===== src/hw/rtl/bhi_pkg.sv =====
// shared types and constants for the bucketed hash insert block
package bhi_pkg;

    // default geometry of the table
    localparam int BHI_NUM_ROWS      = 10;
    localparam int BHI_SLOTS_PER_ROW = 3;

    // fixed field widths
    localparam int KEY_W        = 31;
    localparam int ROW_FIELD_W  = 4;
    localparam int SLOT_FIELD_W = 2;

    // entries in the queue between front and back
    localparam int FIFO_DEPTH = 4;

    typedef enum logic {
        BHI_INSERTED = 1'b0,
        BHI_FULL     = 1'b1
    } bhi_status_t;

    typedef struct packed {
        bhi_status_t             status;
        logic [ROW_FIELD_W-1:0]  row_used;
        logic [SLOT_FIELD_W-1:0] slot_used;
    } bhi_result_t;

endpackage


===== src/hw/rtl/bhi_fifo.sv =====
// short queue that decouples the front and back parts
module bhi_fifo #(
    parameter int WIDTH = 8
) (
    input  logic             aclk,
    input  logic             aresetn,
    input  logic             in_valid,
    output logic             in_ready,
    input  logic [WIDTH-1:0] in_data,
    output logic             out_valid,
    input  logic             out_ready,
    output logic [WIDTH-1:0] out_data
);

    localparam int PTR_W = $clog2(bhi_pkg::FIFO_DEPTH);
    localparam int CNT_W = $clog2(bhi_pkg::FIFO_DEPTH + 1);

    logic [WIDTH-1:0] entry_reg [bhi_pkg::FIFO_DEPTH];
    logic [PTR_W-1:0] wr_ptr_reg, wr_ptr_next;
    logic [PTR_W-1:0] rd_ptr_reg, rd_ptr_next;
    logic [CNT_W-1:0] count_reg, count_next;
    logic             push, pop;

    assign in_ready  = (count_reg != CNT_W'(bhi_pkg::FIFO_DEPTH));
    assign out_valid = (count_reg != '0);
    assign out_data  = entry_reg[rd_ptr_reg];
    assign push      = in_valid && in_ready;
    assign pop       = out_valid && out_ready;

    // pointer and fill count update
    always_comb begin
        wr_ptr_next = push ? wr_ptr_reg + 1'b1 : wr_ptr_reg;
        rd_ptr_next = pop ? rd_ptr_reg + 1'b1 : rd_ptr_reg;
        count_next  = count_reg;
        if (push && !pop) begin
            count_next = count_reg + 1'b1;
        end else if (pop && !push) begin
            count_next = count_reg - 1'b1;
        end
    end

    always_ff @(posedge aclk) begin
        if (!aresetn) begin
            wr_ptr_reg <= '0;
            rd_ptr_reg <= '0;
            count_reg  <= '0;
        end else begin
            wr_ptr_reg <= wr_ptr_next;
            rd_ptr_reg <= rd_ptr_next;
            count_reg  <= count_next;
        end
    end

    // storage, no reset needed
    always_ff @(posedge aclk) begin
        if (push) begin
            entry_reg[wr_ptr_reg] <= in_data;
        end
    end

endmodule


===== config.mk =====
export PLATFORM = sky130hd
export DESIGN_NAME = bhi_fifo
export DESIGN_NICKNAME = d
export VERILOG_FILES = /design/src/hw/rtl/bhi_pkg.sv /design/src/hw/rtl/bhi_fifo.sv
export SDC_FILE = /design/constraint.sdc
export NUM_CORES = 1
export LEC_CHECK = 0
export ABC_CLOCK_PERIOD_IN_PS = 2300
export CORE_ASPECT_RATIO = 0.6
export CORE_MARGIN = 2
export CORE_UTILIZATION = 41
export DETAILED_ROUTE_END_ITERATION = 6
export DONT_BUFFER_PORTS = 1
export HOLD_SLACK_MARGIN = 0.12
export SLEW_MARGIN = 20
export SYNTH_ARGS = -nofsm -noshare
export SYNTH_HDL_FRONTEND = slang
export SYNTH_SLANG_ARGS = --single-unit

===== constraint.sdc =====
create_clock -name aclk -period 2.3 [get_ports aclk]
set_input_delay 0.23 -clock aclk [delete_from_list [all_inputs] [get_ports aclk]]
set_output_delay 0.23 -clock aclk [all_outputs]
set_load 0.05 [all_outputs]

==> summary.txt, run 1 <==
Setup path
  • Maximum fanout along the worst path: 6
  • CP Class: flip-flop to flip-flop
  • Slowest CP cell: dfxtp_2
  • Crit path capture type: flip-flop
  • Crit path DAT: 2.24 ns
  • Worst path cell trace: o31ai_4 > ha_1 > inv_1 > fa_1 > xor2_1 > or3_1 > a21boi_0
  • Worst endpoint required time: 2.51 ns
  • Critical Path Start Type: flip-flop
  • Slowest cell delay on critical path: 0.38 ns

Cells and area
  • Seq. cell area: 0.00114 mm2
  • Max reg flops: 32
  • Layout cells sized above 1: 22.9%
  • Final nets: 122
  • Footprint of the multi-input gates: 492 um2
  • Syn-to-layout area delta: 15.6%
  • Fillers: 301
  • Cell Count, Final, Fillers Out: 153
  • Post-layout util: 50.8%

Routing
  • Drt drc: 0
  • Via count: 767
  • Detail Route Antenna Nets: 0
  • Routed WL: 2620 um
  • Drt initial violations: 40
  • Avg WL per Cell: 17.1 um
  • DR vias/cell: 5.01
  • Pre-Repair DR Iteration Count: 4

Outcome
  • Outcome: finished clean

Logic synthesis
  • Post-synth top area cell: edfxtp_1
  • Mapped Nets: 108
  • Post-synth EDFFs: 32
  • Gate Count Post-Synth: 90
  • Syn Std Cell Area: 0.00166 mm2
  • Yosys reg bits: 41
  • Synth area leaders: edfxtp_1, dfxtp_1, mux4_2, ha_1, and2_1
  • YS warnings: 0
  • Top_reg_cell synth: edfxtp_1
  • Mean Syn Cell Area: 18.4 um2
  • Synth cell types: 22
  • Fraction of registers with async set/reset: 0%
  • Register area share after synthesis: 68.9%
  • Share of the synthesized area in the top cell type: 58.0%

STA
  • Total negative setup slack: 0 ns
  • Final setup viols: 0
  • Max-slew violations: 0
  • Skew final: 0.00441 ns
  • Worst slew pin tran: 0.566 ns
  • RSZ-0062 raised after global routing: no
  • Final Hold Fails: 0
  • Period minus WS final: 2.03 ns
  • Period utilization: 88.2%
  • Slew headroom: 62.2%
  • Fmax: 493 MHz
  • Worst hold margin: 0.252 ns

Clock network
  • CTS tree: done
  • Clk slew on worst S/H paths: 0.08 ns
  • Clk Latency, worst-skew pair: 0.28 ns
  • CTS Sinks: 41
  • Clock buffer depth: 2
  • CTS H-tree depth: 2
  • Num CTS Buffers: 5
  • Root Buffer: clkbuf_8

Worst hold path
  • Hold Path Class: input port to flip-flop

Die
  • I/O pins: 22
  • Initial Util: 44.0%
  • Die ar.: 0.00458 mm2
  • Die W: 86.1 um
  • Core area: 0.00376 mm2
  • FP Rows: 17
  • Die height: 53.2 um

Global routing
  • First-pass GRT wire length: 4130 um
  • Remaining Overflow, GRT: 0
  • GRT Overall Usage: 13.3%
  • Largest net degree at the start of global routing: 15
  • Number of global-route vias before repair: 785
  • Initial antenna violation count: 1

Place
  • Port bufs: 0
  • Dpl cells: 135
  • Gp weighted congestion: 0.666
  • Post-DP HPWL: 1770 um

Power and ir drop
  • PD cells: 1190 mW/mm2
  • LEAKAGE: 0.648 nW
  • Worst VDD drop: 0.374 mV
  • Power, Total: 0.00228 W

Run
  • Max-cap check violation count: 0
-- cell type report --
class / instances / area share [%]
antenna: 1 / 0.131
clock buffer: 6 / 4.90
clock inverter: 2 / 0.784
inverter: 3 / 0.588
multi-input combinational: 43 / 25.7
sequential: 41 / 59.7
tap: 47 / 3.07
timing repair buffer: 10 / 5.10
-- final timing paths --
kind                   end           from  slack, ns  cells past startpoint
max reg2reg   count_reg[2]   count_reg[1]       0.27                      7
min reg2reg  wr_ptr_reg[1]  wr_ptr_reg[1]       0.50                      2
min              flip-flop      out_ready       0.25                      3
max           count_reg[2]   count_reg[1]       0.27                      7
-- per-stage QoR --
| step | setup WS, ns | cell area (um2) |
|---|---|---|
| finish | 0.271 | 1910 |
| global route | 0.102 | 1910 |
| floorplan | 0.245 | 1660 |
| detailed placement | 0.185 | 1710 |
| global placement | 0.278 | 1710 |
| CTS | 0.170 | 1910 |
-- report_power, final --
| group | switching, W | internal [W] |
|---|---|---|
| combinational | 0.000468 | 0.000245 |
| clock | 0.000245 | 0.000282 |
| sequential | 0.000123 | 0.000914 |
-- synthesized netlist by cell type, types with 2 or more instances --
cell type	n
xnor2_1	3
inv_1	3
dfxtp_1	9
mux4_2	8
nand2_1	5
ha_1	5
edfxtp_1	32
and2_1	8
mux2i_1	3
clkbuf_1	2
-- kinds of logic (layout without fill, tap and decap cells) --
group | count (synthesis) | count (layout) | synth area share (%)
buffers and inverters | 6 | 21 | 1.43
multiplexers | 11 | 11 | 12.7
flip-flops | 41 | 41 | 68.9
other | 0 | 1 | 0
XOR/XNOR | 4 | 4 | 2.12
AO/OA/AOI/OAI | 5 | 5 | 4.15
AND/OR/NAND/NOR | 17 | 17 | 5.74
adder cells (fa/ha/maj) | 6 | 6 | 4.98
-- routing by layer --
metal / wire length, um / track usage, %
met3: 150 / 5.93
met4: 7 / 4.76
met5: 0 / 0
met1: 1270 / 17.5
met2: 1190 / 19.4
-- critical path: cells and delay by family, from the launching register on --
family	cells	cell delay, ns
XOR/XNOR	1	0.15
adder cells (fa/ha/maj)	2	0.60
flip-flops	1	0.38
buffers and inverters	1	0.06
AND/OR/NAND/NOR	1	0.30
AO/OA/AOI/OAI	2	0.47
-- timing repair --
| item | CTS | global route |
|---|---|---|
| endpoints found under the setup margin | 0 | 1 |
| resized for setup | 0 | 2 |
| endpoints found under the hold margin | 41 | 0 |
| buffers inserted | 0 | 0 |
| hold buffers | 9 | 0 |
-- cell usage in the layout, fill, tap and decap left out, drive strengths merged, types with 2 or more instances in the layout --
cell,instances
edfxtp,32
dlygate4sd3,9
dfxtp,9
mux4,8
and2,8
clkbuf,6
nand2,5
ha,5
inv,4
xnor2,3
mux2i,3
a21boi,2
or3,2
Power figures use the tool's default switching activity.
==> run 2: changes to the inputs <==
Settings changed: ABC_AREA from default to 1, REMOVE_ABC_BUFFERS from default to 1.
==> run 2 against run 1 <==
  * Clock power down 18%
  * Clock skew up 0.0011 ns
  * Die area up 1.8%
  * Routed wire length up 18%
  * Critical path type unchanged
  * Sequential share of layout area down 3.3 points
  * Global-route usage up 1.2 points
  * Critical endpoint is now count_reg[1]
  * Hold slack worse by 0.12 ns
  * Count of clock-buffer cells in the layout down 1
  * Critical path depth up 2
==> summary.txt, run 2 <==
STA
  • Final Hold Fails: 0 (unchanged)
  • Total negative setup slack: 0 ns (unchanged)
  • Period utilization: 78.2% (-10 points)
  • Final WS setup: 0.502 ns (+0.231 ns)
  • Worst hold margin: 0.136 ns (-0.116 ns)
  • RSZ-0062 raised after global routing: no
  • Period minus WS final: 1.80 ns (-0.231 ns)
  • Slew headroom: 76.2% (+14 points)
  • Fmax: 556 MHz (+13%)
  • Skew final: 0.00553 ns (+0.00111 ns)
  • Worst slew pin tran: 0.356 ns (-0.210 ns)
  • Final setup viols: 0 (unchanged)
  • Max-slew violations: 0 (unchanged)

Logic synthesis
  • Yosys reg bits: 41 (unchanged)
  • Post-synth top area cell: edfxtp_1
  • Synth top cells by count: edfxtp_1, nor2_1, inv_1
  • Syn Std Cell Area: 0.00169 mm2 (+1.9%)
  • Fraction of registers with async set/reset: 0% (unchanged)
  • Mean Syn Cell Area: 11.7 um2 (-36%)
  • Register area share after synthesis: 67.6% (-1.3 points)
  • Gate Count Post-Synth: 144 (+60%)
  • Synth area leaders: edfxtp_1, dfxtp_1, nor2_1, o21ai_0, ha_1
  • YS warnings: 0 (unchanged)
  • Post-synth EDFFs: 32 (unchanged)
  • Share of the synthesized area in the top cell type: 56.9% (-1.1 points)
  • Synth cell types: 19 (-14%)
  • Top_reg_cell synth: edfxtp_1
  • Count leader, synth: edfxtp_1

Routing
  • Drt drc: 0 (unchanged)
  • DR vias/cell: 4.88 (-2.7%)
  • Routed WL: 3080 um (+18%)
  • Avg WL per Cell: 13.7 um (-20%)
  • Drt initial violations: 50 (+25%)
  • Via count: 1097 (+43%)
  • Pre-Repair DR Iteration Count: 4 (unchanged)
  • Detail Route Antenna Nets: 0 (unchanged)

Global routing
  • GRT Overall Usage: 14.5% (+1.2 points)
  • Initial antenna violation count: 0 (-1)
  • First-pass GRT wire length: 4920 um (+19%)
  • Largest net degree at the start of global routing: 17 (+2)
  • Remaining Overflow, GRT: 0 (unchanged)
  • Number of global-route vias before repair: 1078 (+37%)

Setup path
  • Worst flop-to-flop path endpoint: count_reg[1]
  • CP Class: flip-flop to flip-flop
  • Crit path capture type: flip-flop
  • R2r startpoint: count_reg[1]
  • Worst endpoint required time: 2.48 ns (-0.03 ns)
  • Maximum fanout along the worst path: 5 (-1)
  • Worst R2R Setup Slack: 0.50 ns (+0.23 ns)
  • Critical Path Start Type: flip-flop
  • Crit path DAT: 1.98 ns (-0.26 ns)
  • Worst Reg-to-Reg Cells: 9 (+2)

Cells and area
  • Syn-to-layout area delta: 19.8%
  • Final nets: 192 (+57%)
  • Fillers: 361 (+20%)
  • Cell Count, Final, Fillers Out: 225 (+47%)
  • Seq. cell area: 0.00114 mm2 (-0.22%)
  • N_diodes: 0 (-1)
  • Max reg flops: 32 (unchanged)
  • Commonest non-fill, non-tap cell in the layout: edfxtp_1
  • Footprint of the multi-input gates: 464 um2 (-5.6%)
  • Most frequent cells in the layout: edfxtp_1, nor2_1, buf_4
  • Layout cells sized above 1: 18.3% (-4.6 points)

Clock network
  • CTS tree: done
  • Root Buffer: clkbuf_8
  • CTS Sinks: 41 (unchanged)
  • CTS H-tree depth: 2 (unchanged)
  • Num CTS Buffers: 5 (unchanged)
  • Clock buffer depth: 2 (unchanged)
  • Postcts setup bufs: 0 (unchanged)
  • Clk slew on worst S/H paths: 0.07 ns (about the same)
  • Clk Latency, worst-skew pair: 0.28 ns (about the same)

Power and ir drop
  • Worst VDD drop: 0.345 mV (-7.7%)
  • LEAKAGE: 0.771 nW (+19%)
  • PD cells: 1160 mW/mm2 (-2.3%)

Die
  • Die ar.: 0.00466 mm2 (+1.8%)
  • I/O pins: 22 (unchanged)
  • Initial Util: 41.9% (-2.1 points)
  • Core area: 0.00403 mm2 (+7.1%)
  • FP Rows: 18 (+1)
  • Die height: 53.7 um (+0.87%)
  • Die W: 86.8 um (+0.89%)

Worst hold path
  • Hold endpoint: rd_ptr_reg[0]
  • Hold depth: 2 (-1)
  • Hold path start: aresetn
  • Hold Path Class: input port to flip-flop

Place
  • Worst slack, placed: 0.502 ns (+0.317 ns)
  • Port bufs: 0 (unchanged)
  • Post-DP HPWL: 2100 um (+19%)
  • Dpl cells: 207 (+53%)
  • Gp weighted congestion: 0.767 (+15%)

Run
  • Max-cap check violation count: 0 (unchanged)

Outcome
  • Outcome: finished clean
## run 2: cells by family after synthesis
kind of cell             count (synthesis)  share of synthesized area [%]
XOR/XNOR                                 1                          0.519
flip-flops                              41                           67.6
AO/OA/AOI/OAI                           28                           9.56
adder cells (fa/ha/maj)                  6                           4.89
AND/OR/NAND/NOR                         50                           12.5
buffers and inverters                   18                           4.89
## run 2: what timing repair did
action | CTS | global route
hold buffers | 10 | 0
setup endpoints to repair | 0 | 0
resized for setup | 0 | 0
hold endpoints to repair | 36 | 0
## run 2: metrics by stage
step | total power (W) | util [%] | cell area, um2
after global placement | 0.00189 | 45.7 | 1840
after CTS | 0.00237 | 50.2 | 2020
after detailed placement | 0.00192 | 45.7 | 1840
final | 0.00235 | 50.2 | 2020
after floorplan | 0.00164 | - | 1670
after global routing | 0.00250 | 50.2 | 2020
## run 2: where the power goes
| part | leakage [nW] | total [W] | internal (W) | switching [W] |
|---|---|---|---|---|
| combinational | 0.360 | 0.000935 | 0.000289 | 0.000646 |
| clock | 0.0430 | 0.000433 | 0.000204 | 0.000229 |
| sequential | 0.367 | 0.000980 | 0.000909 | 0.0000713 |
## run 2: critical path: stages, from the launching register on
cell and delay [ns]:
dfxtp_1 0.35, nor2_2 0.16, nand2_2 0.08, nand2_2 0.11, inv_2 0.06, ha_1 0.20, inv_1 0.09, fa_1 0.41
o21ai_0 0.17, nor2_1 0.06
## run 2: layer usage
metal / GRT usage (%) / vias up / wire (um)
met2: 23.8 / 19 / 1390
met3: 4.75 / 4 / 115
li1: - / 556 / -
met1: 18.3 / 518 / 1540
met4: 4.95 / 0 / 36
met5: 0 / - / 0
## run 2: cell type report
cell class | count | share of cell area, %
clock inverters | 3 | 0.619
repair buffers | 25 | 10.5
inverters | 16 | 2.97
multi-input cells | 85 | 23.0
well taps | 50 | 3.09
clock buffers | 5 | 3.40
flip-flops and latches | 41 | 56.4
## run 2: worst max path at each step
| stage | start | endpoint | slack [ns] | depth (start not counted) |
|---|---|---|---|---|
| floorplan | count_reg[1] | count_reg[1] | 0.42 | 9 |
| global placement | count_reg[1] | count_reg[1] | 0.59 | 9 |
| detailed placement | count_reg[1] | count_reg[1] | 0.50 | 9 |
| CTS | count_reg[1] | count_reg[1] | 0.49 | 9 |
| global route | count_reg[0] | count_reg[2] | 0.25 | 13 |
| finish | count_reg[1] | count_reg[1] | 0.50 | 9 |
