--- src/hw/rtl/bhi_pkg.sv ---
// shared types and constants for the bucketed hash insert block
package bhi_pkg;

    // default geometry of the table
    localparam int BHI_NUM_ROWS      = 10;
    localparam int BHI_SLOTS_PER_ROW = 3;

    // fixed field widths
    localparam int KEY_W        = 31;
    localparam int ROW_FIELD_W  = 4;
    localparam int SLOT_FIELD_W = 2;

    // entries in the queue between front and back
    localparam int FIFO_DEPTH = 4;

    typedef enum logic {
        BHI_INSERTED = 1'b0,
        BHI_FULL     = 1'b1
    } bhi_status_t;

    typedef struct packed {
        bhi_status_t             status;
        logic [ROW_FIELD_W-1:0]  row_used;
        logic [SLOT_FIELD_W-1:0] slot_used;
    } bhi_result_t;

endpackage

--- src/hw/rtl/bhi_ram.sv ---
// generic single write port, single read port ram with registered read
module bhi_ram #(
    parameter int WIDTH = 8,
    parameter int DEPTH = 16
) (
    input  logic                                   aclk,
    input  logic                                   wr_en,
    input  logic [(DEPTH > 1 ? $clog2(DEPTH) : 1)-1:0] wr_addr,
    input  logic [WIDTH-1:0]                       wr_data,
    input  logic                                   rd_en,
    input  logic [(DEPTH > 1 ? $clog2(DEPTH) : 1)-1:0] rd_addr,
    output logic [WIDTH-1:0]                       rd_data
);

    logic [WIDTH-1:0] mem_reg [DEPTH];
    logic [WIDTH-1:0] rd_data_reg;

    // write port and registered read port
    always_ff @(posedge aclk) begin
        if (wr_en) begin
            mem_reg[wr_addr] <= wr_data;
        end
        if (rd_en) begin
            rd_data_reg <= mem_reg[rd_addr];
        end
    end

    assign rd_data = rd_data_reg;

endmodule

--- src/hw/rtl/bhi_back.sv ---
// back part: probes home and next rows and writes the chosen slot
module bhi_back #(
    parameter int NUM_ROWS      = bhi_pkg::BHI_NUM_ROWS,
    parameter int SLOTS_PER_ROW = bhi_pkg::BHI_SLOTS_PER_ROW
) (
    input  logic                                           aclk,
    input  logic                                           aresetn,
    output logic                                           clearing,
    input  logic                                           pop_valid,
    output logic                                           pop_ready,
    input  logic [bhi_pkg::KEY_W+2*$clog2(NUM_ROWS)-1:0]   pop_data,
    output logic                                           res_valid,
    input  logic                                           res_ready,
    output bhi_pkg::bhi_result_t                           res
);

    localparam int KEY_W     = bhi_pkg::KEY_W;
    localparam int ROW_W     = $clog2(NUM_ROWS);
    localparam int SLOT_W    = (SLOTS_PER_ROW > 1) ? $clog2(SLOTS_PER_ROW) : 1;
    localparam int KDEPTH    = NUM_ROWS * SLOTS_PER_ROW;
    localparam int KADDR_W   = $clog2(KDEPTH);
    localparam int ROWF_W    = bhi_pkg::ROW_FIELD_W;
    localparam int SLOTF_W   = bhi_pkg::SLOT_FIELD_W;
    localparam logic [ROW_W-1:0] LAST_ROW = ROW_W'(NUM_ROWS - 1);

    typedef enum logic [1:0] {
        ST_CLEAR,
        ST_IDLE,
        ST_EVAL
    } state_t;

    state_t               state_reg, state_next;
    logic [ROW_W-1:0]     clr_row_reg, clr_row_next;
    logic [ROW_W-1:0]     home_reg, home_next;
    logic [ROW_W-1:0]     next_reg, next_next;
    logic [KEY_W-1:0]     key_reg, key_next;
    logic                 res_valid_reg, res_valid_next;
    bhi_pkg::bhi_result_t res_reg, res_next;

    logic [KEY_W-1:0]         in_key;
    logic [ROW_W-1:0]         in_home;
    logic [ROW_W-1:0]         in_next;
    logic                     pop;
    logic                     rd_en;
    logic                     vld_wr_en;
    logic [ROW_W-1:0]         vld_wr_addr;
    logic [SLOTS_PER_ROW-1:0] vld_wr_data;
    logic [SLOTS_PER_ROW-1:0] home_bits;
    logic [SLOTS_PER_ROW-1:0] next_bits;
    logic                     home_found, next_found, found;
    logic [SLOT_W-1:0]        home_slot, next_slot, pick_slot;
    logic [ROW_W-1:0]         pick_row;
    logic [SLOTS_PER_ROW-1:0] set_mask;
    logic                     key_wr_en;
    logic [KADDR_W-1:0]       key_wr_addr;
    logic [ROW_W+ROWF_W-1:0]  row_ext;
    logic [SLOT_W+SLOTF_W-1:0] slot_ext;

    assign {in_key, in_home, in_next} = pop_data;
    assign pop_ready = (state_reg == ST_IDLE) && (!res_valid_reg || res_ready);
    assign pop       = pop_valid && pop_ready;
    assign rd_en     = pop;
    assign clearing  = (state_reg == ST_CLEAR);
    assign res_valid = res_valid_reg;
    assign res       = res_reg;

    // valid bits of each row, one copy per probed row
    bhi_ram #(.WIDTH(SLOTS_PER_ROW), .DEPTH(NUM_ROWS)) u_vld_home (
        .aclk    (aclk),
        .wr_en   (vld_wr_en),
        .wr_addr (vld_wr_addr),
        .wr_data (vld_wr_data),
        .rd_en   (rd_en),
        .rd_addr (in_home),
        .rd_data (home_bits)
    );

    bhi_ram #(.WIDTH(SLOTS_PER_ROW), .DEPTH(NUM_ROWS)) u_vld_next (
        .aclk    (aclk),
        .wr_en   (vld_wr_en),
        .wr_addr (vld_wr_addr),
        .wr_data (vld_wr_data),
        .rd_en   (rd_en),
        .rd_addr (in_next),
        .rd_data (next_bits)
    );

    // stored keys, written only
    bhi_ram #(.WIDTH(KEY_W), .DEPTH(KDEPTH)) u_keys (
        .aclk    (aclk),
        .wr_en   (key_wr_en),
        .wr_addr (key_wr_addr),
        .wr_data (key_reg),
        .rd_en   (1'b0),
        .rd_addr ('0),
        .rd_data ()
    );

    // lowest free slot in each probed row
    always_comb begin
        home_found = 1'b0;
        home_slot  = '0;
        next_found = 1'b0;
        next_slot  = '0;
        for (int s = SLOTS_PER_ROW - 1; s >= 0; s--) begin
            if (!home_bits[s]) begin
                home_found = 1'b1;
                home_slot  = SLOT_W'(s);
            end
            if (!next_bits[s]) begin
                next_found = 1'b1;
                next_slot  = SLOT_W'(s);
            end
        end
    end

    assign found     = home_found || next_found;
    assign pick_row  = home_found ? home_reg : next_reg;
    assign pick_slot = home_found ? home_slot : next_slot;
    assign set_mask  = SLOTS_PER_ROW'(1) << pick_slot;
    assign row_ext   = {{ROWF_W{1'b0}}, pick_row};
    assign slot_ext  = {{SLOTF_W{1'b0}}, pick_slot};

    assign key_wr_en   = (state_reg == ST_EVAL) && found;
    assign key_wr_addr = KADDR_W'(pick_row) * KADDR_W'(SLOTS_PER_ROW) + KADDR_W'(pick_slot);

    // sequencer: clearing pass, row read, slot update
    always_comb begin
        state_next     = state_reg;
        clr_row_next   = clr_row_reg;
        home_next      = home_reg;
        next_next      = next_reg;
        key_next       = key_reg;
        res_valid_next = res_valid_reg;
        res_next       = res_reg;
        vld_wr_en      = 1'b0;
        vld_wr_addr    = clr_row_reg;
        vld_wr_data    = '0;

        if (res_valid_reg && res_ready) begin
            res_valid_next = 1'b0;
        end

        case (state_reg)
            ST_CLEAR: begin
                vld_wr_en    = 1'b1;
                clr_row_next = clr_row_reg + 1'b1;
                if (clr_row_reg == LAST_ROW) begin
                    state_next = ST_IDLE;
                end
            end
            ST_IDLE: begin
                if (pop) begin
                    home_next  = in_home;
                    next_next  = in_next;
                    key_next   = in_key;
                    state_next = ST_EVAL;
                end
            end
            ST_EVAL: begin
                res_valid_next = 1'b1;
                if (found) begin
                    vld_wr_en          = 1'b1;
                    vld_wr_addr        = pick_row;
                    vld_wr_data        = (home_found ? home_bits : next_bits) | set_mask;
                    res_next.status    = bhi_pkg::BHI_INSERTED;
                    res_next.row_used  = row_ext[ROWF_W-1:0];
                    res_next.slot_used = slot_ext[SLOTF_W-1:0];
                end else begin
                    res_next.status    = bhi_pkg::BHI_FULL;
                    res_next.row_used  = '0;
                    res_next.slot_used = '0;
                end
                state_next = ST_IDLE;
            end
            default: begin
                state_next = ST_CLEAR;
            end
        endcase
    end

    always_ff @(posedge aclk) begin
        if (!aresetn) begin
            state_reg     <= ST_CLEAR;
            clr_row_reg   <= '0;
            res_valid_reg <= 1'b0;
        end else begin
            state_reg     <= state_next;
            clr_row_reg   <= clr_row_next;
            res_valid_reg <= res_valid_next;
        end
        home_reg <= home_next;
        next_reg <= next_next;
        key_reg  <= key_next;
        res_reg  <= res_next;
    end

    // a full result never carries a row or slot
    a_full_zero: assert property (@(posedge aclk) disable iff (!aresetn)
        (res_valid_reg && res_reg.status == bhi_pkg::BHI_FULL)
            |-> (res_reg.row_used == '0 && res_reg.slot_used == '0))
        else $error("full result with non-zero row or slot");

    // the output register is free whenever a result is about to land
    a_out_free: assert property (@(posedge aclk) disable iff (!aresetn)
        (state_reg == ST_EVAL) |-> !res_valid_reg)
        else $error("result would overwrite a pending transaction");

    // the chosen slot was empty before it is written
    a_slot_was_free: assert property (@(posedge aclk) disable iff (!aresetn)
        key_wr_en |-> ((home_found ? home_bits : next_bits) & set_mask) == '0)
        else $error("occupied slot selected for insert");

endmodule

--- config.mk ---
export PLATFORM = sky130hd
export DESIGN_NAME = bhi_back
export DESIGN_NICKNAME = d
export VERILOG_FILES = /design/src/hw/rtl/bhi_pkg.sv /design/src/hw/rtl/bhi_ram.sv /design/src/hw/rtl/bhi_back.sv
export SDC_FILE = /design/constraint.sdc
export NUM_CORES = 1
export LEC_CHECK = 0
export BUFFER_PORTS_ARGS = -buffer_cell sky130_fd_sc_hd__buf_4
export CAP_MARGIN = 20
export CELL_PAD_IN_SITES_DETAIL_PLACEMENT = 2
export CELL_PAD_IN_SITES_GLOBAL_PLACEMENT = 2
export CORE_MARGIN = 8
export CORE_UTILIZATION = 38
export DETAILED_ROUTE_END_ITERATION = 16
export PLACE_DENSITY_LB_ADDON = 0.1
export SYNTH_ARGS = -nofsm -noshare
export SYNTH_HDL_FRONTEND = slang
export SYNTH_SLANG_ARGS = --single-unit
--- constraint.sdc ---
create_clock -name aclk -period 2.85 [get_ports aclk]
set_input_delay 0.57 -clock aclk [delete_from_list [all_inputs] [get_ports aclk]]
set_output_delay 0.57 -clock aclk [all_outputs]
set_load 0.05 [all_outputs]
==> metrics.md, run 1 <==
| Metric | Value |
|---|---|
| Post-layout min period | between 2000 and 2500 ps |
| Flip-flop cell with the highest count after synthesis | sky130_fd_sc_hd__edfxtp_1 |
| First DRT Iteration DRCs | between 50 and 60 |
| Clock tree from TritonCTS | built |
| Share of layout cells above drive strength 1 | 28.64% |
| Number of hold-slack violations in the final timing report | 0 |
| Area added between synthesis and finish | 19.69% |
| Via count | about 1,700 |
| Total detailed-routing wirelength | 6.934 mm |
| Number of flip-flops in the largest register | 27 |
| Run status | complete, no violations |
| H-tree depth | 3 |
| Final Slew Violations | 0 |
| Max-slew headroom | between 40% and 50% |
| Signal arrival time at the worst endpoint | around 2400 ps |
| Netlist area before placement | 2694 µm² |
| Sequential share of the synthesized area | between 60 and 70% |
| Overall die height | 100.2 µm |
| Clock Skews | 6.265 ps |
| Total CTS buffers | 9 |
| Total grt overflow | 0 |
| Endpoint kind of the worst setup timing path | register |
| Dpl hpwl | ~5.3 mm |
| Initial Utilization | 39.43% |
| Clock Pin Slew Worst Setup and Hold Paths | around 70 ps |
| Via/cell ratio | roughly 5.4 |
| Final instance area | 3224 µm² |
| Crit path setup slack, layout | approximately 480 ps |
| Number of clock sinks | just under 60 |
| Final antenna-violating net count | 0 |
| Via count of the first global-routing pass | roughly 2,000 |
| Number of synthesis warnings | 0 |
| Startpoint types | register |
| Initial antenna violation count | 0 |
| Setup TNS | 0 ps |
| Number of nets in the finished design | 260 |
| CP max FO | 13 |
| Maximum buffer depth of the clock tree | 2 |
| Filler cell count in the final layout | between 600 and 700 |
| Worst-margin pin slew | around 760 ps |
| Root Driver | sky130_fd_sc_hd__clkbuf_8 |
| DP Worst Slack | 471.3 ps |
| Utilization after layout | between 40% and 50% |
| 1st-pass router iterations | 4 |
| GRT Overall Usage | between 10% and 20% |
| Avg WL per Cell | approximately 22 µm |
| Start-to-end type of the worst setup path | reg -> reg |
| Type of the tightest min-delay check | in -> reg |
| Largest net degree at the start of global routing | 14 |
| Asr flop ratio synth | 0% |
| Die extent in x | roughly 100 µm |
| Total of flip-flops plus latches after synthesis | 58 |
| Post-detailed-placement cell area | between 3000 and 4000 µm² |
| Final Setup Violations | 0 |
| WP data required | about 2800 ps |
| Cells resized by post-CTS repair | 0 |
| Number of distinct standard cells referenced by the synthesized netlist | 42 |
| Portion of the clock cycle consumed by the worst path in the final layout | a little over four fifths |
| Leakage dissipation | 1.186 nW |
| Floorplan row count | 30 |
| Number of instances in the synthesized netlist | between 150 and 200 |
| Net Count, Synth | 223 |
| Port Buf Inserts | 21 |
| EDFF count, synth | roughly 50 |
| Setup Buffers After CTS | 0 |
| Power Dens Cells | 585.1 nW/µm² |
| Total I/O pin count | 53 |
| Diode count | 0 |
| Max Cap Viol | 0 |
| Total Die Area | approximately 10,000 µm² |
| Number of hold-repair buffers added at the cts stage | 0 |
| First-pass GRT wire length | ~11 mm |
| Unrepaired setup endpoints after global routing | no |
| Core region area | slightly below 7000 µm² |
| RD Place Congestion | ~0.74 |
| Source-to-sink clock delay at the later pin of the worst-skew pair | ~330 ps |
| Detailed-route DRC error count | 0 |
| Max Fclk | 421.4 MHz |
| Average size of a mapped cell | around 15 µm² |
| VDD IR-drop max | 318.3 µV |
## layout by cell type, fill, tap and decap left out, drive strengths merged, types with 3 or more instances in the layout
cell type,netlist,final
nor3,5,5
a211oi,8,8
nor2b,8,8
nand3b,3,3
mux2i,13,13
and2,5,5
a21oi,11,11
edfxtp,51,51
nand2b,4,4
nand3,3,3
nor3b,4,4
buf,2,28
nor2,11,11
inv,4,4
dfxtp,7,7
clkbuf,0,11
nand2,3,3
mux4,12,12
## kinds of logic after synthesis
logic type	after synthesis	share of synthesized area [%]
simple gates	52	11.52
flops	58	62.05
buf+inv	6	0.9288
mux	26	15.28
compound gates	31	8.315
xor+xnor	3	0.9756
fa+ha+maj	2	0.9288
## final timing paths
check | slack (ps) | to | cells past startpoint | start
hold reg to reg | 640 | clr_row_reg[3]$_SDFFE_PN0P_ | 2 | clr_row_reg[3]$_SDFFE_PN0P_
setup reg to reg | 480 | u_vld_next.mem_reg[2][1]$_DFFE_PP_ | 5 | u_vld_home.rd_data[2]$_DFFE_PP_
setup / recovery | 480 | u_vld_next.mem_reg[2][1]$_DFFE_PP_ | 5 | u_vld_home.rd_data[2]$_DFFE_PP_
hold / removal | 480 | home_reg[2]$_DFFE_PP_ | 1 | pop_data[6]
## synthesized netlist by cell type (2+ instances only)
cell | n | area share (%)
sky130_fd_sc_hd__nor2b_1 | 8 | 1.9
sky130_fd_sc_hd__dfxtp_1 | 7 | 5.2
sky130_fd_sc_hd__nand3_1 | 2 | 0.37
sky130_fd_sc_hd__mux2i_1 | 13 | 4.8
sky130_fd_sc_hd__edfxtp_1 | 51 | 57
sky130_fd_sc_hd__nand2b_1 | 4 | 0.93
sky130_fd_sc_hd__xnor2_1 | 2 | 0.65
sky130_fd_sc_hd__nor3b_1 | 4 | 1.1
sky130_fd_sc_hd__a211oi_1 | 7 | 2.0
sky130_fd_sc_hd__nand2_1 | 3 | 0.42
sky130_fd_sc_hd__nand3b_1 | 3 | 0.84
sky130_fd_sc_hd__a21oi_1 | 11 | 2.0
sky130_fd_sc_hd__mux4_2 | 12 | 10
sky130_fd_sc_hd__ha_1 | 2 | 0.93
sky130_fd_sc_hd__nor3_1 | 5 | 0.93
sky130_fd_sc_hd__nor2_1 | 11 | 1.5
sky130_fd_sc_hd__buf_2 | 2 | 0.37
sky130_fd_sc_hd__and2_1 | 5 | 1.2
sky130_fd_sc_hd__inv_1 | 3 | 0.42
## stage by stage
step / power [mW] / hold slack, ps / std cells
6_report: 1.887 / 479.7 / 316
5_1_grt: 1.961 / 464.9 / 316
4_1_cts: 1.911 / 462.8 / 316
3_5_place_dp: 1.096 / 609.6 / 300
3_3_place_gp: 1.086 / 601.0 / 300
2_1_floorplan: 1.045 / 574.6 / 178
## where the power goes
group / leakage (nW) / switching (mW) / internal [mW]
combinational: 0.534 / 0.0630 / 0.0593
clock: 0.0972 / 0.321 / 0.490
sequential: 0.554 / 0.0151 / 0.939
total: 1.19 / 0.399 / 1.49
## final cells by class
class / instances / area, µm² / area share (%)
clock buffers: 11 / 131.4 / 4.075
clock inverters: 5 / 78.83 / 2.445
inverters: 4 / 15.01 / 0.4657
multi-input cells: 114 / 997.2 / 30.93
flip-flops and latches: 58 / 1672 / 51.84
well taps: 96 / 120.1 / 3.725
repair buffers: 28 / 210.2 / 6.519
## critical path: stages, from the launching register on
cell	delay [ps]
sky130_fd_sc_hd__edfxtp_1	500
sky130_fd_sc_hd__nand3_4	210
sky130_fd_sc_hd__o21ai_4	350
sky130_fd_sc_hd__inv_2	200
sky130_fd_sc_hd__or3_4	370
sky130_fd_sc_hd__a21oi_1	370
## metal layers
metal | GRT usage (%) | share of wire (%) | up-vias
met4 | 5.698 | 1.1 | 0
met3 | 4.152 | 3.9 | 8
met5 | 0 | 0 | -
met2 | 26.10 | 51 | 30
met1 | 17.00 | 44 | 877
li1 | - | - | 789
No activity file was read; power rests on OpenSTA's default activity.
==> inputs of run 2 (changes only) <==
==> constraint.sdc (replaced) <==
create_clock -name aclk -period 2.3 [get_ports aclk]
set_input_delay 0.46 -clock aclk [delete_from_list [all_inputs] [get_ports aclk]]
set_output_delay 0.46 -clock aclk [all_outputs]
set_load 0.05 [all_outputs]
==> run 2 against run 1 <==
Net effect:
- maximum frequency grew 7.4%
- worst setup slack got worse by 390 ps
- total power rose by 24%
- sequential share of layout area fell by 1.5 points
- critical path depth increased by 1
- global-route usage up 0.62 points
- clock skew about the same
- register-to-register slack got worse by 390 ps
- die area unchanged
- wire length is 6.2% higher
- non-clock buffer count rose by 10
==> metrics.md, run 2 (synthesized netlist as in run 1, its figures left out) <==
| Metric | Value |
|---|---|
| Via count of the first global-routing pass | 1,954 (was 1,982) |
| Endpoint kind of the worst setup timing path | register (unchanged) |
| Leakage dissipation | 1.240 nW (was 1.186 nW) |
| CP max FO | 10 (was 13) |
| Number of hold-slack violations in the final timing report | 0 (unchanged) |
| Total I/O pin count | 53 (unchanged) |
| CP bufs+invs | 2 (was 1) |
| Total grt overflow | 0 (unchanged) |
| Initial antenna violation count | 0 (unchanged) |
| Start-to-end type of the worst setup path | reg -> reg (unchanged) |
| Max Fclk | 452.5 MHz (was 421.4 MHz) |
| Core region area | 6832 µm² (unchanged) |
| GRT Overall Usage | 15.60% (was 14.99%) |
| Signal arrival time at the worst endpoint | 2260 ps (was 2360 ps) |
| Source-to-sink clock delay at the later pin of the worst-skew pair | 330 ps (about the same) |
| 1st-pass router iterations | 4 (unchanged) |
| Final Setup Violations | 0 (unchanged) |
| Number of nets in the finished design | 270 (was 260) |
| Diode count | 0 (unchanged) |
| Die extent in x | 100.2 µm (unchanged) |
| Startpoint types | register (unchanged) |
| Most frequent standard cell in the layout excluding fill and tap cells | sky130_fd_sc_hd__edfxtp_1 (unchanged) |
| H-tree depth | 3 (unchanged) |
| Post-layout power | 2.344 mW (was 1.887 mW) |
| Overall die height | 100.2 µm (unchanged) |
| Critical-path top delay cell | sky130_fd_sc_hd__edfxtp_1 (unchanged) |
| Share of power burned in registers | 50.5% (was 50.6%) |
| Number of clock sinks | 58 (unchanged) |
| WP data required | 2350 ps (was 2840 ps) |
| Utilization after layout | 48.59% (was 47.20%) |
| Port Buf Inserts | 21 (unchanged) |
| Layout Cells excl Fill | 326 (was 316) |
| Max Cap Viol | 0 (unchanged) |
| Worst-margin pin slew | 443.7 ps (was 755.7 ps) |
| Total CTS buffers | 9 (unchanged) |
| Clock Skews | 6.680 ps (was 6.265 ps) |
| Run status | complete, no violations (unchanged) |
| NetSw | 501.6 µW (was 398.6 µW) |
| Portion of the clock cycle consumed by the worst path in the final layout | 96.07% (was 83.26%) |
| Floorplan row count | 30 (unchanged) |
| Critical path's top delay family | simple AND/OR/NAND/NOR gates (was compound AO/OA/AOI/OAI gates) |
| First DRT Iteration DRCs | 56 (was 58) |
| VDD IR-drop max | 374.0 µV (was 318.3 µV) |
| Clk network pwr share | 42.8% (was 42.9%) |
| Launch point of the worst path | u_vld_home.rd_data[2]$_DFFE_PP_ (unchanged) |
| Setup TNS | 0 ps (unchanged) |
| Maximum buffer depth of the clock tree | 2 (unchanged) |
| Most used cells in the layout excluding fill and tap cells | sky130_fd_sc_hd__edfxtp_1, sky130_fd_sc_hd__buf_4, sky130_fd_sc_hd__mux4_2, sky130_fd_sc_hd__nor2_1, sky130_fd_sc_hd__mux2i_1 (was sky130_fd_sc_hd__edfxtp_1, sky130_fd_sc_hd__buf_4, sky130_fd_sc_hd__mux2i_1, sky130_fd_sc_hd__mux4_2) |
| Clock Pin Slew Worst Setup and Hold Paths | 70 ps (about the same) |
| Max-slew headroom | 69.57% (was 49.44%) |
| Type of the tightest min-delay check | in -> reg (unchanged) |
| Share of layout cells above drive strength 1 | 33.91% (was 28.64%) |
| Clock tree from TritonCTS | built (unchanged) |
| Critical-path cell list | nand3_4, mux2i_2, buf_4, a41oi_1, nor3_1, buf_4 (was nand3_4, o21ai_4, inv_2, or3_4, a21oi_1) |
| Dpl hpwl | 5.455 mm (was 5.272 mm) |
| Filler cell count in the final layout | 669 (was 648) |
| First-pass GRT wire length | 11.31 mm (was 11.14 mm) |
| Final Hold Slack | 366.5 ps (was 479.7 ps) |
| Final Slew Violations | 0 (unchanged) |
| Initial Utilization | 39.43% (unchanged) |
| Placed cell count | 309 (was 300) |
| Power Dens Cells | 706.2 nW/µm² (was 585.1 nW/µm²) |
| Number of hold-repair buffers added at the cts stage | 0 (unchanged) |
| Total Die Area | 10,040 µm² (unchanged) |
| Most used cell along the critical path | sky130_fd_sc_hd__buf_4 |
| RD Place Congestion | 0.7419 (was 0.7377) |
| Reg-to-reg critical path startpoint | u_vld_home.rd_data[2]$_DFFE_PP_ (unchanged) |
| Post-layout min period | 2210 ps (was 2373 ps) |
| Number of flip-flops in the largest register | 27 (unchanged) |
| Via count | 1,755 (was 1,704) |
| Total detailed-routing wirelength | 7.366 mm (was 6.934 mm) |
| Maximum cell stage delay along the critical path | 440 ps (was 500 ps) |
| Final antenna-violating net count | 0 (unchanged) |
| Detailed-route DRC error count | 0 (unchanged) |
| Largest net degree at the start of global routing | 12 (was 14) |
| Root Driver | sky130_fd_sc_hd__clkbuf_8 (unchanged) |
| Combinational fraction of design power | 6.7% (was 6.5%) |
| Worst min-delay path startpoint | pop_data[2] (was pop_data[6]) |
| Avg WL per Cell | 22.60 µm (was 21.94 µm) |
| Via/cell ratio | 5.383 (was 5.392) |
| Int Pwr | 1.843 mW (was 1.488 mW) |
| Area added between synthesis and finish | 23.22% (was 19.69%) |
| Switching Share | 21.40% (was 21.13%) |
| Unrepaired setup endpoints after global routing | no (unchanged) |
==> run 2: cell count changes in the layout (fill, tap and decap cells not counted), sizes merged <==
cell and delta:
buf +10, clkinvlp -2, clkinv +3, clkbuf -1
==> run 2: through the flow <==
| step | setup slack [ps] | instance area [µm²] |
|---|---|---|
| after floorplan | 292.5 | 2694 |
| final | 90.28 | 3319 |
| after CTS | 5.314 | 3298 |
| after detailed placement | 8.153 | 3082 |
| after global routing | 16.87 | 3319 |
| after global placement | 34.64 | 3082 |
==> run 2: worst paths after layout <==
| path | end | slack (ps) | cells after the start |
|---|---|---|---|
| setup / recovery | u_vld_next.mem_reg[9][2]$_DFFE_PP_ | 90 | 6 |
| hold / removal | next_reg[2]$_DFFE_PP_ | 370 | 1 |
| setup reg to reg | u_vld_next.mem_reg[9][2]$_DFFE_PP_ | 90 | 6 |
| hold reg to reg | clr_row_reg[3]$_SDFFE_PN0P_ | 650 | 2 |
==> run 2: repair_timing <==
item | CTS | global route
setup buffers | 0 | 1
resized for setup | 2 | 3
pin swaps | 0 | 0
endpoints found under the setup margin | 9 | 21
==> run 2: area by class of cell <==
cell class	count	area, µm²	share of cell area [%]
tap	96	120.1	3.619
clock inverter	6	81.33	2.450
timing repair buffer	38	285.3	8.594
clock buffer	10	127.6	3.845
inverter	4	15.01	0.4523
sequential	58	1672	50.36
multi-input combinational	114	1018	30.68
==> run 2: worst reg2reg max path, stage by stage (launching register included) <==
cell,delay (ps)
sky130_fd_sc_hd__edfxtp_1,440
sky130_fd_sc_hd__nand3_4,230
sky130_fd_sc_hd__mux2i_2,400
sky130_fd_sc_hd__buf_4,190
sky130_fd_sc_hd__a41oi_1,190
sky130_fd_sc_hd__nor3_1,280
sky130_fd_sc_hd__buf_4,190
==> run 2: power groups by stage <==
stage          registers [mW]  logic, mW  clock network [mW]
6_report                 1.18      0.157                1.00
5_1_grt                  1.19      0.174                1.07
4_1_cts                  1.18      0.159                1.03
3_5_place_dp             1.21      0.157                   0
3_3_place_gp             1.20      0.148                   0
2_1_floorplan            1.20     0.0971                   0
==> run 2: metal layers <==
metal | up-vias | GRT usage, % | wire (µm)
li1 | 806 | - | -
met1 | 884 | 18.33 | 3022
met2 | 50 | 25.90 | 3799
met3 | 15 | 4.775 | 389
met4 | 0 | 6.395 | 155
met5 | - | 0 | 0
